**src/hdl/ulp_pkg.sv**
```systemverilog
// ----------------------------------------------------------------------------
// ulp_pkg: shared types and constants for the integer literal parser
// Phase and status codes, character codes and the digit decoder.
// ----------------------------------------------------------------------------
package ulp_pkg;

    // Parse phase, one per item of the literal
    typedef enum logic [2:0] {
        PH_IDLE   = 3'd0,
        PH_LEAD0  = 3'd1,
        PH_DEC    = 3'd2,
        PH_HEX    = 3'd3,
        PH_OCT    = 3'd4,
        PH_DONE   = 3'd5,
        PH_NOTINT = 3'd6
    } t_phase;

    // Status code reported with each result
    typedef enum logic [1:0] {
        ST_BUSY   = 2'd0,
        ST_DONE   = 2'd1,
        ST_NOTINT = 2'd2
    } t_status;

    typedef enum logic [1:0] {
        RADIX_OCT = 2'd0,
        RADIX_DEC = 2'd1,
        RADIX_HEX = 2'd2
    } t_radix;

    typedef struct packed {
        logic       ok;
        logic [3:0] val;
    } t_digit;

    localparam logic [7:0] CH_ZERO  = 8'h30;
    localparam logic [7:0] CH_SEVEN = 8'h37;
    localparam logic [7:0] CH_NINE  = 8'h39;
    localparam logic [7:0] CH_LC_A  = 8'h61;
    localparam logic [7:0] CH_LC_F  = 8'h66;
    localparam logic [7:0] CH_UC_A  = 8'h41;
    localparam logic [7:0] CH_UC_F  = 8'h46;
    localparam logic [7:0] CH_LC_X  = 8'h78;

    // Decode one character as a digit of the given radix
    function automatic t_digit digit_of(input logic [7:0] c, input t_radix r);
        t_digit d;
        d.ok  = 1'b0;
        d.val = 4'd0;
        if (c >= CH_ZERO && c <= CH_NINE) begin
            d.val = c[3:0];
            d.ok  = (r != RADIX_OCT) || (c <= CH_SEVEN);
        end else if (r == RADIX_HEX &&
                     ((c >= CH_LC_A && c <= CH_LC_F) || (c >= CH_UC_A && c <= CH_UC_F))) begin
            d.ok  = 1'b1;
            d.val = 4'(c[2:0]) + 4'd9;
        end
        return d;
    endfunction

    function automatic t_status status_of(input t_phase p);
        t_status s;
        case (p)
            PH_NOTINT: s = ST_NOTINT;
            PH_DONE:   s = ST_DONE;
            default:   s = ST_BUSY;
        endcase
        return s;
    endfunction

endpackage

```
**src/hdl/uint128_literal_parser.sv**
```systemverilog
// ----------------------------------------------------------------------------
// uint128_literal_parser: streaming C integer literal parser
// Takes one character per transaction and returns the running value and
// parse status (decimal, 0x hexadecimal, leading-zero octal).
// ----------------------------------------------------------------------------
//
//  channel | direction | handshake               | payload
//  --------+-----------+-------------------------+---------------------------------
//  input   | in        | i_in_valid / o_in_ready | i_char_code, i_first_char
//  output  | out       | o_out_valid/ i_out_ready| o_value_high, o_value_low,
//          |           |                         | o_parse_status
//
//  One transaction can enter every cycle while the output side is not stalled.
//  The result is registered: the single adder that forms acc * radix + digit
//  (a three-input add over VALUE_WIDTH bits) feeds the phase and accumulator registers.
//  The phase and accumulator registers are also the result register.
//  Reset (synchronous, active low) returns to idle with a zero value.
//  A stalled result holds; input is taken in the same cycle the result
//  leaves, so a stall on the output side stalls the input side.
// ----------------------------------------------------------------------------
module uint128_literal_parser #(
    parameter int VALUE_WIDTH = 128
) (
    input  logic        i_clk,
    input  logic        i_rst_n,
    input  logic        i_in_valid,
    output logic        o_in_ready,
    input  logic [7:0]  i_char_code,
    input  logic        i_first_char,
    output logic        o_out_valid,
    input  logic        i_out_ready,
    output logic [63:0] o_value_high,
    output logic [63:0] o_value_low,
    output logic [1:0]  o_parse_status
);

    localparam int OUT_WIDTH = 128;

    ulp_pkg::t_phase        r_phase, n_phase;
    logic [VALUE_WIDTH-1:0] r_acc, n_acc;
    logic                   r_out_valid;

    logic                   w_in_accept;
    ulp_pkg::t_radix        w_radix;
    ulp_pkg::t_digit        w_digit;
    logic [VALUE_WIDTH-1:0] w_base;
    logic [VALUE_WIDTH-1:0] w_term_a;
    logic [VALUE_WIDTH-1:0] w_term_b;
    logic [VALUE_WIDTH-1:0] w_mac;
    logic [OUT_WIDTH-1:0]   w_ext;

    // Accept when the result slot is empty or is being drained this cycle
    assign o_in_ready  = !r_out_valid || i_out_ready;
    assign w_in_accept = i_in_valid && o_in_ready;

    // Pick the radix for the digit decoder from the current phase; a first character is decimal
    always_comb begin
        if (i_first_char) begin
            w_radix = ulp_pkg::RADIX_DEC;
        end else begin
            case (r_phase)
                ulp_pkg::PH_HEX:   w_radix = ulp_pkg::RADIX_HEX;
                ulp_pkg::PH_DEC:   w_radix = ulp_pkg::RADIX_DEC;
                default:           w_radix = ulp_pkg::RADIX_OCT;
            endcase
        end
    end

    assign w_digit = ulp_pkg::digit_of(i_char_code, w_radix);

    // acc * radix + digit as shifts and one three-input add.
    // A new literal starts from zero, whatever the register holds.
    assign w_base = i_first_char ? '0 : r_acc;

    always_comb begin
        case (w_radix)
            ulp_pkg::RADIX_HEX: begin
                w_term_a = w_base << 4;
                w_term_b = '0;
            end
            ulp_pkg::RADIX_DEC: begin
                w_term_a = w_base << 3;
                w_term_b = w_base << 1;
            end
            default: begin
                w_term_a = w_base << 3;
                w_term_b = '0;
            end
        endcase
    end

    assign w_mac = w_term_a + w_term_b + VALUE_WIDTH'(w_digit.val);

    // Next phase and accumulator
    always_comb begin
        n_phase = r_phase;
        n_acc   = r_acc;
        if (i_first_char) begin
            n_acc = '0;
            if (!w_digit.ok) begin
                n_phase = ulp_pkg::PH_NOTINT;
            end else if (i_char_code == ulp_pkg::CH_ZERO) begin
                n_phase = ulp_pkg::PH_LEAD0;
            end else begin
                n_phase = ulp_pkg::PH_DEC;
                n_acc   = w_mac;
            end
        end else begin
            case (r_phase)
                ulp_pkg::PH_LEAD0: begin
                    // 0x opens hex; an octal digit is the first octal character, anything else ends the literal
                    if (i_char_code == ulp_pkg::CH_LC_X) begin
                        n_phase = ulp_pkg::PH_HEX;
                    end else if (w_digit.ok) begin
                        n_phase = ulp_pkg::PH_OCT;
                        n_acc   = w_mac;
                    end else begin
                        n_phase = ulp_pkg::PH_DONE;
                    end
                end
                ulp_pkg::PH_DEC, ulp_pkg::PH_HEX, ulp_pkg::PH_OCT: begin
                    if (w_digit.ok) begin
                        n_acc = w_mac;
                    end else begin
                        n_phase = ulp_pkg::PH_DONE;
                    end
                end
                default: begin
                    // idle, done and not-an-integer ignore the character
                end
            endcase
        end
    end

    // State doubles as the result register
    always_ff @(posedge i_clk) begin
        if (!i_rst_n) begin
            r_phase     <= ulp_pkg::PH_IDLE;
            r_acc       <= '0;
            r_out_valid <= 1'b0;
        end else begin
            if (w_in_accept) begin
                r_phase <= n_phase;
                r_acc   <= n_acc;
            end
            if (w_in_accept) begin
                r_out_valid <= 1'b1;
            end else if (i_out_ready) begin
                r_out_valid <= 1'b0;
            end
        end
    end

    // Zero-extend to the full output width; bits above VALUE_WIDTH read 0
    assign w_ext          = OUT_WIDTH'(r_acc);
    assign o_value_high   = w_ext[127:64];
    assign o_value_low    = w_ext[63:0];
    assign o_parse_status = ulp_pkg::status_of(r_phase);
    assign o_out_valid    = r_out_valid;

    // ------------------------------------------------------------------------
    // Assertions
    // ------------------------------------------------------------------------

    // Hold the accumulator unless a transaction is accepted
    a_acc_hold: assert property (@(posedge i_clk) disable iff (!i_rst_n)
        !w_in_accept |=> $stable(r_acc))
        else $error("accumulator changed without an input transaction");

    // A start on a non-digit reports not-an-integer with a zero value
    a_notint: assert property (@(posedge i_clk) disable iff (!i_rst_n)
        (w_in_accept && i_first_char &&
         (i_char_code < ulp_pkg::CH_ZERO || i_char_code > ulp_pkg::CH_NINE))
        |=> (o_parse_status == ulp_pkg::ST_NOTINT && r_acc == '0))
        else $error("non-digit start did not report not-an-integer");

    // Once done, a continuing character leaves value and status alone
    a_done_sticky: assert property (@(posedge i_clk) disable iff (!i_rst_n)
        (w_in_accept && !i_first_char && r_phase == ulp_pkg::PH_DONE)
        |=> (r_phase == ulp_pkg::PH_DONE && $stable(r_acc)))
        else $error("done literal changed before the next start");

endmodule

```
**config.mk**
```make
export PLATFORM = sky130hd
export DESIGN_NAME = uint128_literal_parser
export DESIGN_NICKNAME = d
export VERILOG_FILES = /design/src/hdl/ulp_pkg.sv /design/src/hdl/uint128_literal_parser.sv
export SDC_FILE = /design/constraint.sdc
export NUM_CORES = 1
export LEC_CHECK = 0
export BUFFER_PORTS_ARGS = -buffer_cell sky130_fd_sc_hd__clkbuf_2
export CAP_MARGIN = 10
export CORE_MARGIN = 5
export CORE_UTILIZATION = 35
export CTS_CLUSTER_DIAMETER = 150
export DETAILED_ROUTE_END_ITERATION = 10
export SYNTH_ARGS = -nofsm -noshare
export SYNTH_HDL_FRONTEND = slang
export SYNTH_SLANG_ARGS = --single-unit
```
**constraint.sdc**
```tcl
create_clock -name i_clk -period 12.5 [get_ports i_clk]
set_input_delay 1.25 -clock i_clk [delete_from_list [all_inputs] [get_ports i_clk]]
set_output_delay 1.25 -clock i_clk [all_outputs]
set_load 0.02 [all_outputs]
```
**After elaboration in Yosys (flattened, before gate mapping)**

Cells that the tools add are included.

- Add/sub/neg operators: 3
- $mul: 0
- Div/mod/pow operators: 0
- Magnitude comparators: 7
- Equal/unequal tests: 12
- Shift-type cells: 0
- Muxes and demuxes: 23
- Bitwise logic cells: 0
- Reductions and logical operators: 15

Operator list:

| operator | count |
|---|---|
| two-way mux 128 bit | 7 |
| case mux 128 bit (2 select lines) | 1 |
| adder 128 bit | 1 |
| adder 128 x 4 -> 128 bit | 1 |
| two-way mux 127 bit | 1 |
| greater-or-equal comparator 8 x 7 -> 1 bit (second input constant) | 2 |
| <= comparator 8 x 6 -> 1 bit (second input constant) | 2 |
| <= comparator 8 x 7 -> 1 bit (second input constant) | 2 |
| two-way mux 3 bit | 4 |
| two-way mux 5 bit | 2 |
| equality test 3 bit (second input constant) | 3 |
| equality test 8 x 6 -> 1 bit (second input constant) | 1 |
| equality test 8 x 7 -> 1 bit (second input constant) | 1 |
| greater-or-equal comparator 8 x 6 -> 1 bit (second input constant) | 1 |
| case mux 2 bit (2 select lines) | 2 |
| equality test 3 x 2 -> 1 bit (second input constant) | 2 |
| inequality test 3 bit (second input constant) | 2 |
| case mux 3 bit (2 select lines) | 1 |
| AND reduction 3 bit | 2 |
| logical AND 1 bit | 5 |
| adder 3 x 4 -> 4 bit (second input constant) | 1 |
| two-way mux 2 bit | 2 |
| nonzero test 2 bit | 2 |
| equality test 3 x 1 -> 1 bit (second input constant) | 1 |
| 7 further kinds | 11 |

- Flip-flop bits (word level): 132
- Bits in latches: 0
- Memory bits (writable): 0
- Bits in read-only memories: 0
- Output and inout bits: 132
- Logic and storage cells: 63
- Memories kept: 0

**Longest topological paths before layout**

Gate-level depths: netlist of run 1.

- Depth in word-level cells: 12
- Gate-level depth with buffers: 22

**Least setup slack after synthesis of run 1**

No wires, ideal clock.

- Kind: input port to flip-flop
- Start: in i_first_char
- End: reg r_acc[102]
- Data arrival time: 5.858 ns
- Slack: 6.524 ns
- Stages: 20
- Cell sequence: clkbuf_1 or4_1 or3_1 clkbuf_1 nor4b_1 a21o_1 ha_1 ha_1 fa_1 a21o_1 a311o_1 a21oi_1 o21bai_1 o311a_1 o2111ai_1 and3b_1 a2111o_1 a21oi_1 or3_1 a32o_1

- Cells in the longest elaborated chain, start to end: 10
- Elaborated cells on any way between the ends: 22

RTL lines:

| element | RTL line | source |
|---|---|---|
| start, declared | uint128_literal_parser.sv:29 | `input logic i_first_char,` |
| parallel branches: the longest is 10 deep, another holds adder 128 bit | - |  |
| end signal, assigned | uint128_literal_parser.sv:144 | `r_acc <= n_acc;` |
| end, declared | uint128_literal_parser.sv:40 | `logic [VALUE_WIDTH-1:0] r_acc, n_acc;` |

Parallel ways; which one is timed is not known. The select of a mux whose other input is x is not followed.
A chain may end at the register's enable or synchronous reset.

**Worst setup path after layout of run 1**

- Start: in i_first_char
- End: reg r_acc[121]

The elaborated chain is that of the path after synthesis.

==> results of run 1 <==
==> power by group <==
| part | internal [mW] | total (mW) | switching (mW) |
|---|---|---|---|
| clock | 0.303 | 0.521 | 0.218 |
| sequential | 0.422 | 0.424 | 0.00168 |
| combinational | 0.00835 | 0.0535 | 0.0451 |
| total | 0.733 | 0.998 | 0.265 |
==> worst max-delay path by stage <==
stage / endpoint / slack [ps] / start
floorplan: r_acc[102]$_SDFFE_PN0P_ / 6520 / i_first_char
global placement: r_acc[121]$_SDFFE_PN0P_ / 4670 / i_first_char
detailed placement: r_acc[121]$_SDFFE_PN0P_ / 4580 / i_first_char
CTS: r_acc[121]$_SDFFE_PN0P_ / 5110 / i_first_char
global route: r_acc[121]$_SDFFE_PN0P_ / 4650 / i_first_char
finish: r_acc[121]$_SDFFE_PN0P_ / 5230 / i_first_char
==> registers in the layout (all words and copies together) (netlist names) <==
signal       count
r_acc          128
r_phase          3
o_out_valid      1
==> cells by family (layout without fill, tap and decap cells) <==
group | count (synthesis) | count (layout) | synth area share (%)
XOR/XNOR | 116 | 116 | 6.01
multiplexers | 3 | 3 | 0.178
adder cells (fa/ha/maj) | 255 | 255 | 19.0
AND/OR/NAND/NOR | 974 | 974 | 26.2
AO/OA/AOI/OAI | 795 | 795 | 28.5
flip-flops | 132 | 132 | 15.6
buffers and inverters | 199 | 245 | 4.53
==> critical path, stage by stage <==
cell      delay (ps)
buf_4            350
nor3_2           860
buf_4            780
and2_1           230
ha_1             230
ha_1             380
a21o_1           220
a21o_1           170
a21oi_1          200
o21ai_0          180
a221oi_1         580
a21oi_1          180
nor4_1           910
o21ai_0          430
o31ai_1          350
xor2_1           180
o21ai_0           80
==> cells in the mapped netlist, types with 4 or more instances <==
cell and number:
a221oi_1 7, a21oi_1 341, ha_1 253, a22oi_1 53
nand4_1 55, and2_1 135, nor3_1 33, a21o_1 38
nor2b_1 8, nor4_1 8, nand2b_1 15, a22o_1 6
o31a_1 4, a211oi_1 13, or2_2 7, dfxtp_1 132
a211o_1 6, o21bai_1 46, o22ai_1 5, o31ai_1 12
o21a_1 16, a21boi_0 9, nand3_1 33, nor2_1 174
and3_1 11, buf_2 13, or3_1 15, xor2_1 46
a2111o_1 6, nand2_1 467, o21ai_0 167, xnor2_1 70
a31oi_1 13, a21bo_2 4, o2111ai_1 5, or4_1 6
clkbuf_1 124, inv_1 58, o211ai_1 9
==> through the flow <==
step           area (µm²)  std cells  worst slack, ps  total power [mW]
2_1_floorplan       16900       2474             6520             0.468
5_1_grt             18500       3135             4650              1.03
4_1_cts             18500       3135             5110              1.01
3_5_place_dp        18000       3103             4580             0.487
6_report            18500       3135             5230             0.998
3_3_place_gp        18000       3103             4670             0.485
==> routing by layer <==
metal / routed length (µm) / vias up / track usage, %
met2: 28100 / 469 / 37.2
met5: 0 / - / 0
met4: 1460 / 0 / 6.50
met3: 2750 / 76 / 3.44
li1: - / 8890 / -
met1: 27100 / 8503 / 29.0
==> final cells by class <==
type,instances,area [µm²]
Fill cell,5079,29200
Multi-Input combinational cell,2143,13500
Inverter,58,218
Sequential cell,132,2640
Clock inverter,8,101
Tap cell,615,769
Timing Repair Buffer,155,806
Clock buffer,24,472
==> impl_metrics.csv, run 1 <==
group,metric,value,unit
outcome,outcome,"finished, final reports clean",
drt,drt_iter0_drc,1329,
drt,avgRoutedWirePerCell,19.0,µm
synth,synth-warning-count,0,
clock_tree,clk_pin_slew_worst_paths,60,ps
global_routing,grt_max_degree,111,
flow_run,max_cap_viol_count,0,
layout,antenna_cells,0,
sta,rsz0062_at_grt,"no",
clock_tree,cts_hold_buf,0,
layout,final_cell_mix,"465 x nand2_1, 341 x a21oi_1, 253 x ha_1, 173 x nor2_1, 167 x o21ai_0",
worst_hold_path,hp-start,"r_acc[118]$_SDFFE_PN0P_",
clock_tree,ctsRootBufferMaster,"clkbuf_16",
sta,finalSetupViolCount,0,
synth,synth-async-reset-ratio,0,%
synth,ys_seq_elements,132,
pwr,powerDensity,53.8,mW/mm²
global_routing,overflow,0,
setup_path,r2r-end,"r_acc[121]$_SDFFE_PN0P_",
layout,final_common_cell,"nand2_1",
synth,synth-edff-count,0,
sta,finalCritPeriodShare,58.2,%
setup_path,worst_r2r_path_depth,17,
synth,synth_cells,2474,
die,placement_rows,80,
drt,wirelength,59500,µm
sta,fin_worst_skew,13.7,ps
setup_path,arrival,7610,ps
clock_tree,numCtsBuffers,17,
worst_hold_path,min_path_cells,2,
synth,yosys.area.top_type,"ha_1",
synth,syn_nets,2742,
layout,drive_gt1_share,8.21,%
synth,synth.area.top_cells,"ha_1 19%, dfxtp_1 16%, nand2_1 10%",
die,boundaryPins,145,
die,die_area,0.0528,mm²
layout,area_growth,9.67,%
global_routing,grtUsageTotal,22.0,%
drt,vias,17900,
placed_design,hpwl,45800,µm
sta,slew_headroom,24.6,%
clock_tree,cts_sinks,132,
drt,routed_via_density,5.72,
setup_path,worstSetupStartpointType,"primary input",
setup_path,cp.required,12840,ps
pwr,peakVddDrop,109,µV
pwr,power_leakage,8.05,nW
setup_path,setup.worst_path.end_class,"flop",
placed_design,gp_congestion,0.937,
synth,synth_largest_type_area_fraction,18.7,%
setup_path,crit_fanout,110,
synth,synth_area,0.0169,mm²
die,die_w,230,µm
drt,final_antenna_net_count,0,
die,start_util,35.4,%
placed_design,port_buffers,144,
sta,period_minus_slack,7270,ps
synth,synth.avg_cell_area,6.83,µm²
sta,timing.fmax,138,MHz
global_routing,grt_pass1_wl,95700,µm
sta,fin_tns_setup,0,ps
worst_hold_path,hold_class,"flop to flop",
global_routing,first_global_vias,17400,
drt,drtPass1Iterations,5,
setup_path,worstSetupPathType,"primary input to flop",
sta,fin_hold_ws,507,ps
sta,hold_viol_final,0,
drt,drc,0,
layout,nNetsFinal,2775,
clock_tree,clockBufferDepth,2,
sta,worstMarginPinSlew,1130,ps
clock_tree,htree_levels,4,
clock_tree,cts_tree,"built",
synth,seq_area_frac_synth,15.6,%
die,coreArea,0.0477,mm²
clock_tree,postCtsResizedCells,0,
worst_hold_path,min_to,"r_acc[118]$_SDFFE_PN0P_",
die,die_h,230,µm
layout,post-route-util,38.8,%
global_routing,antenna_found_initial,0,
synth,synth_flop_cell,"dfxtp_1",
setup_path,rrSetupSlack,5900,ps
setup_path,r2r_start,"r_phase[2]$_SDFFE_PN0P_",
synth,synth.distinct_cells,68,
clock_tree,clock_latency,490,ps
clock_tree,post_cts_buffers,0,
sta,maxSlewViolCount,0,
Power figures use the tool's default switching activity.
==> inputs of run 2 (changes only) <==
--- a/config.mk
+++ b/config.mk
@@ -5,6 +5,7 @@
 export SDC_FILE = /design/constraint.sdc
 export NUM_CORES = 1
 export LEC_CHECK = 0
+export ABC_AREA = 1
 export BUFFER_PORTS_ARGS = -buffer_cell sky130_fd_sc_hd__clkbuf_2
 export CAP_MARGIN = 10
 export CORE_MARGIN = 5
==> constraint.sdc (replaced) <==
create_clock -name i_clk -period 6.6 [get_ports i_clk]
set_input_delay 0.66 -clock i_clk [delete_from_list [all_inputs] [get_ports i_clk]]
set_output_delay 0.66 -clock i_clk [all_outputs]
set_load 0.02 [all_outputs]
==> run 2 against run 1 <==
  * Die area is 33% higher
  * First-iteration DRC count is 52% higher
  * Hold slack worse by 60 ps
  * Synthesized cell count is 84% higher
  * Clock power is 92% higher
  * Setup slack worse by 4300 ps
  * Count of clock-buffer cells in the layout is 7 lower
  * Utilization is 0.30 points lower
  * Flip-flop and latch count stayed put
  * Critical path type is now flop to flop
  * Critical endpoint is now r_acc[97]$_SDFFE_PN0P_
==> impl_metrics.csv, run 2 <==
group,metric,value,unit
setup_path,crit_end,"r_acc[97]$_SDFFE_PN0P_",
setup_path,r2r-end,"r_acc[97]$_SDFFE_PN0P_",
layout,multi_input_area,0.0160,mm²
layout,n_fill_cell,7654,
synth,synth_most_common_cell,"nand2_1",
global_routing,overflow,0,
global_routing,grtUsageTotal,27.5,%
sta,finalCritPeriodShare,85.4,%
synth,yosys.area.top_type,"nand2_1",
layout,seqCellArea,0.00264,mm²
die,boundaryPins,145,
sta,worstMarginPinSlew,1100,ps
die,start_util,35.3,%
die,die_h,265,µm
drt,drt_iter0_drc,2025,
sta,slew_headroom,26.4,%
sta,hold_viol_final,0,
layout,final_common_cell,"nand2_1",
pwr,pwr-share-clk,47.5,%
drt,wirelength,98200,µm
die,coreArea,0.0643,mm²
synth,synth-warning-count,0,
sta,fin_tns_setup,0,ps
clock_tree,cts_hold_buf,0,
setup_path,cp.required,6950,ps
setup_path,arrival,5980,ps
die,die_w,265,µm
clock_tree,cts_tree,"built",
clock_tree,htree_levels,4,
pwr,total_power,2.10,mW
synth,seq_area_frac_synth,11.6,%
drt,final_antenna_net_count,0,
synth,synth.avg_cell_area,4.97,µm²
synth,synth-async-reset-ratio,0,%
layout,top_register,"r_acc",
worst_hold_path,hp-start,"i_rst_n",
die,placement_rows,93,
pwr,power_leakage,16.1,nW
drt,vias,26400,
clock_tree,post_cts_buffers,0,
layout,post-route-util,38.5,%
clock_tree,postCtsResizedCells,0,
pwr,pwr-share-seq,38.4,%
pwr,intPower,1.40,mW
placed_design,hpwl,84400,µm
clock_tree,clock_latency,510,ps
drt,avgRoutedWirePerCell,17.8,µm
layout,largest_reg_flops,128,
drt,routed_via_density,4.78,
layout,nNetsFinal,4915,
clock_tree,ctsRootBufferMaster,"clkbuf_16",
placed_design,gp_congestion,1.08,
synth,synth_largest_type_area_fraction,33.6,%
global_routing,first_global_vias,24500,
synth,synth_cells,4564,
global_routing,grt_max_degree,85,
pwr,peakVddDrop,193,µV
drt,drc,0,
outcome,outcome,"finished, final reports clean",
clock_tree,clockBufferDepth,2,
pwr,netSwitchingPower,0.702,mW
layout,drive_gt1_share,5.39,%
sta,period_minus_slack,5630,ps
setup_path,setup.worst_path.end_class,"flop",
drt,drtPass1Iterations,6,
setup_path,crit_fanout,48,
sta,maxSlewViolCount,0,
die,die_area,0.0700,mm²
synth,synth-edff-count,0,
synth,synth_area,0.0227,mm²
flow_run,max_cap_viol_count,0,
clock_tree,cts_sinks,132,
setup_path,startpoint,"r_phase[0]$_SDFFE_PN0P_",
synth,synth.area.top_cells,"nand2_1 34%, inv_1 16%, ha_1 14%",
synth,ys_top_cells_by_count,"2032 x nand2_1, 939 x inv_1, 446 x nor2_1",
pwr,powerDensity,84.9,mW/mm²
global_routing,grt_pass1_wl,149000,µm
synth,synth.distinct_cells,37,
sta,timing.fmax,177,MHz
layout,final_cell_mix,"2030 x nand2_1, 938 x inv_1, 446 x nor2_1, 253 x ha_1, 214 x a21oi_1",
layout,area_growth,9.27,%
sta,finalSetupViolCount,0,
synth,synth_flop_cell,"dfxtp_1",
pwr,comb_power_share,14.1,%
clock_tree,clk_pin_slew_worst_paths,70,ps
setup_path,rrSetupSlack,970,ps
sta,rsz0062_at_grt,"no",
pwr,swShare,33.3,%
worst_hold_path,hold_class,"primary input to flop",
setup_path,worst_r2r_path_depth,20,
setup_path,worstSetupStartpointType,"flop",
sta,fin_worst_skew,17.9,ps
sta,fin_hold_ws,447,ps
setup_path,worstSetupPathType,"flop to flop",
setup_path,r2r_start,"r_phase[0]$_SDFFE_PN0P_",
global_routing,antenna_found_initial,0,
layout,antenna_cells,0,
synth,ys_seq_elements,132,
synth,syn_nets,4832,
placed_design,port_buffers,144,
clock_tree,numCtsBuffers,17,
## run 2: layer usage
metal	vias up	GRT usage [%]	wire, µm
li1	13800	-	-
met1	11800	38.4	47300
met2	667	44.3	42900
met3	112	2.92	4710
met4	0	9.13	3250
met5	-	0	0
## run 2: kinds of logic after synthesis
group                      Yosys count  share of synthesized area, %
adders and majority gates          255                          14.1
and+or+nand+nor                   2784                          48.2
DFF                                132                          11.6
xor gates and xnor gates            38                          1.47
buffers and inverters             1063                          17.8
AOI/OAI and AO/OA                  292                          6.69
## run 2: power by group through the flow
stage | registers (mW) | logic [mW] | clock network, mW
2_1_floorplan | 0.829 | 0.214 | 0
3_3_place_gp | 0.826 | 0.296 | 0
3_5_place_dp | 0.827 | 0.296 | 0
4_1_cts | 0.808 | 0.298 | 1.03
5_1_grt | 0.809 | 0.335 | 1.05
6_report | 0.808 | 0.297 | 0.999
## run 2: critical path, stage by stage (launching register included)
cell and delay, ps:
dfxtp_1 480, nand3_4 120, clkinv_2 460, buf_4 470
buf_4 370, nand2_1 90, nand2_1 70, inv_1 40
ha_1 300, ha_1 360, nand2_1 130, nor2_1 270
nand2_1 230, nor2_1 280, inv_1 150, nor3_1 640
nand3_1 310, nand3_1 270, nand2_1 180, nand3_1 120
a21oi_1 70
## run 2: cell type report
cell class	instances	area share, %
clock inverter	15	0.540
multi-input combinational	3369	64.6
clock buffer	17	1.72
sequential	132	10.7
tap	855	4.31
inverter	966	14.7
timing repair buffer	161	3.47
## run 2: worst min-delay path by stage
stage          cells after the start                 endpoint
4_1_cts                            3  r_phase[0]$_SDFFE_PN0P_
3_3_place_gp                       2  r_acc[127]$_SDFFE_PN0P_
2_1_floorplan                      2  r_phase[1]$_SDFFE_PN0P_
3_5_place_dp                       2  r_acc[127]$_SDFFE_PN0P_
6_report                           3  r_phase[0]$_SDFFE_PN0P_
5_1_grt                            3  r_phase[0]$_SDFFE_PN0P_
## run 2: stage by stage
stage	cells	worst slack (ps)	cell area, µm²
after floorplan	4564	2610	22700
final	5515	966	24800
after detailed placement	5483	947	24200
after global routing	5515	815	24800
after CTS	5515	1040	24800
after global placement	5483	917	24200
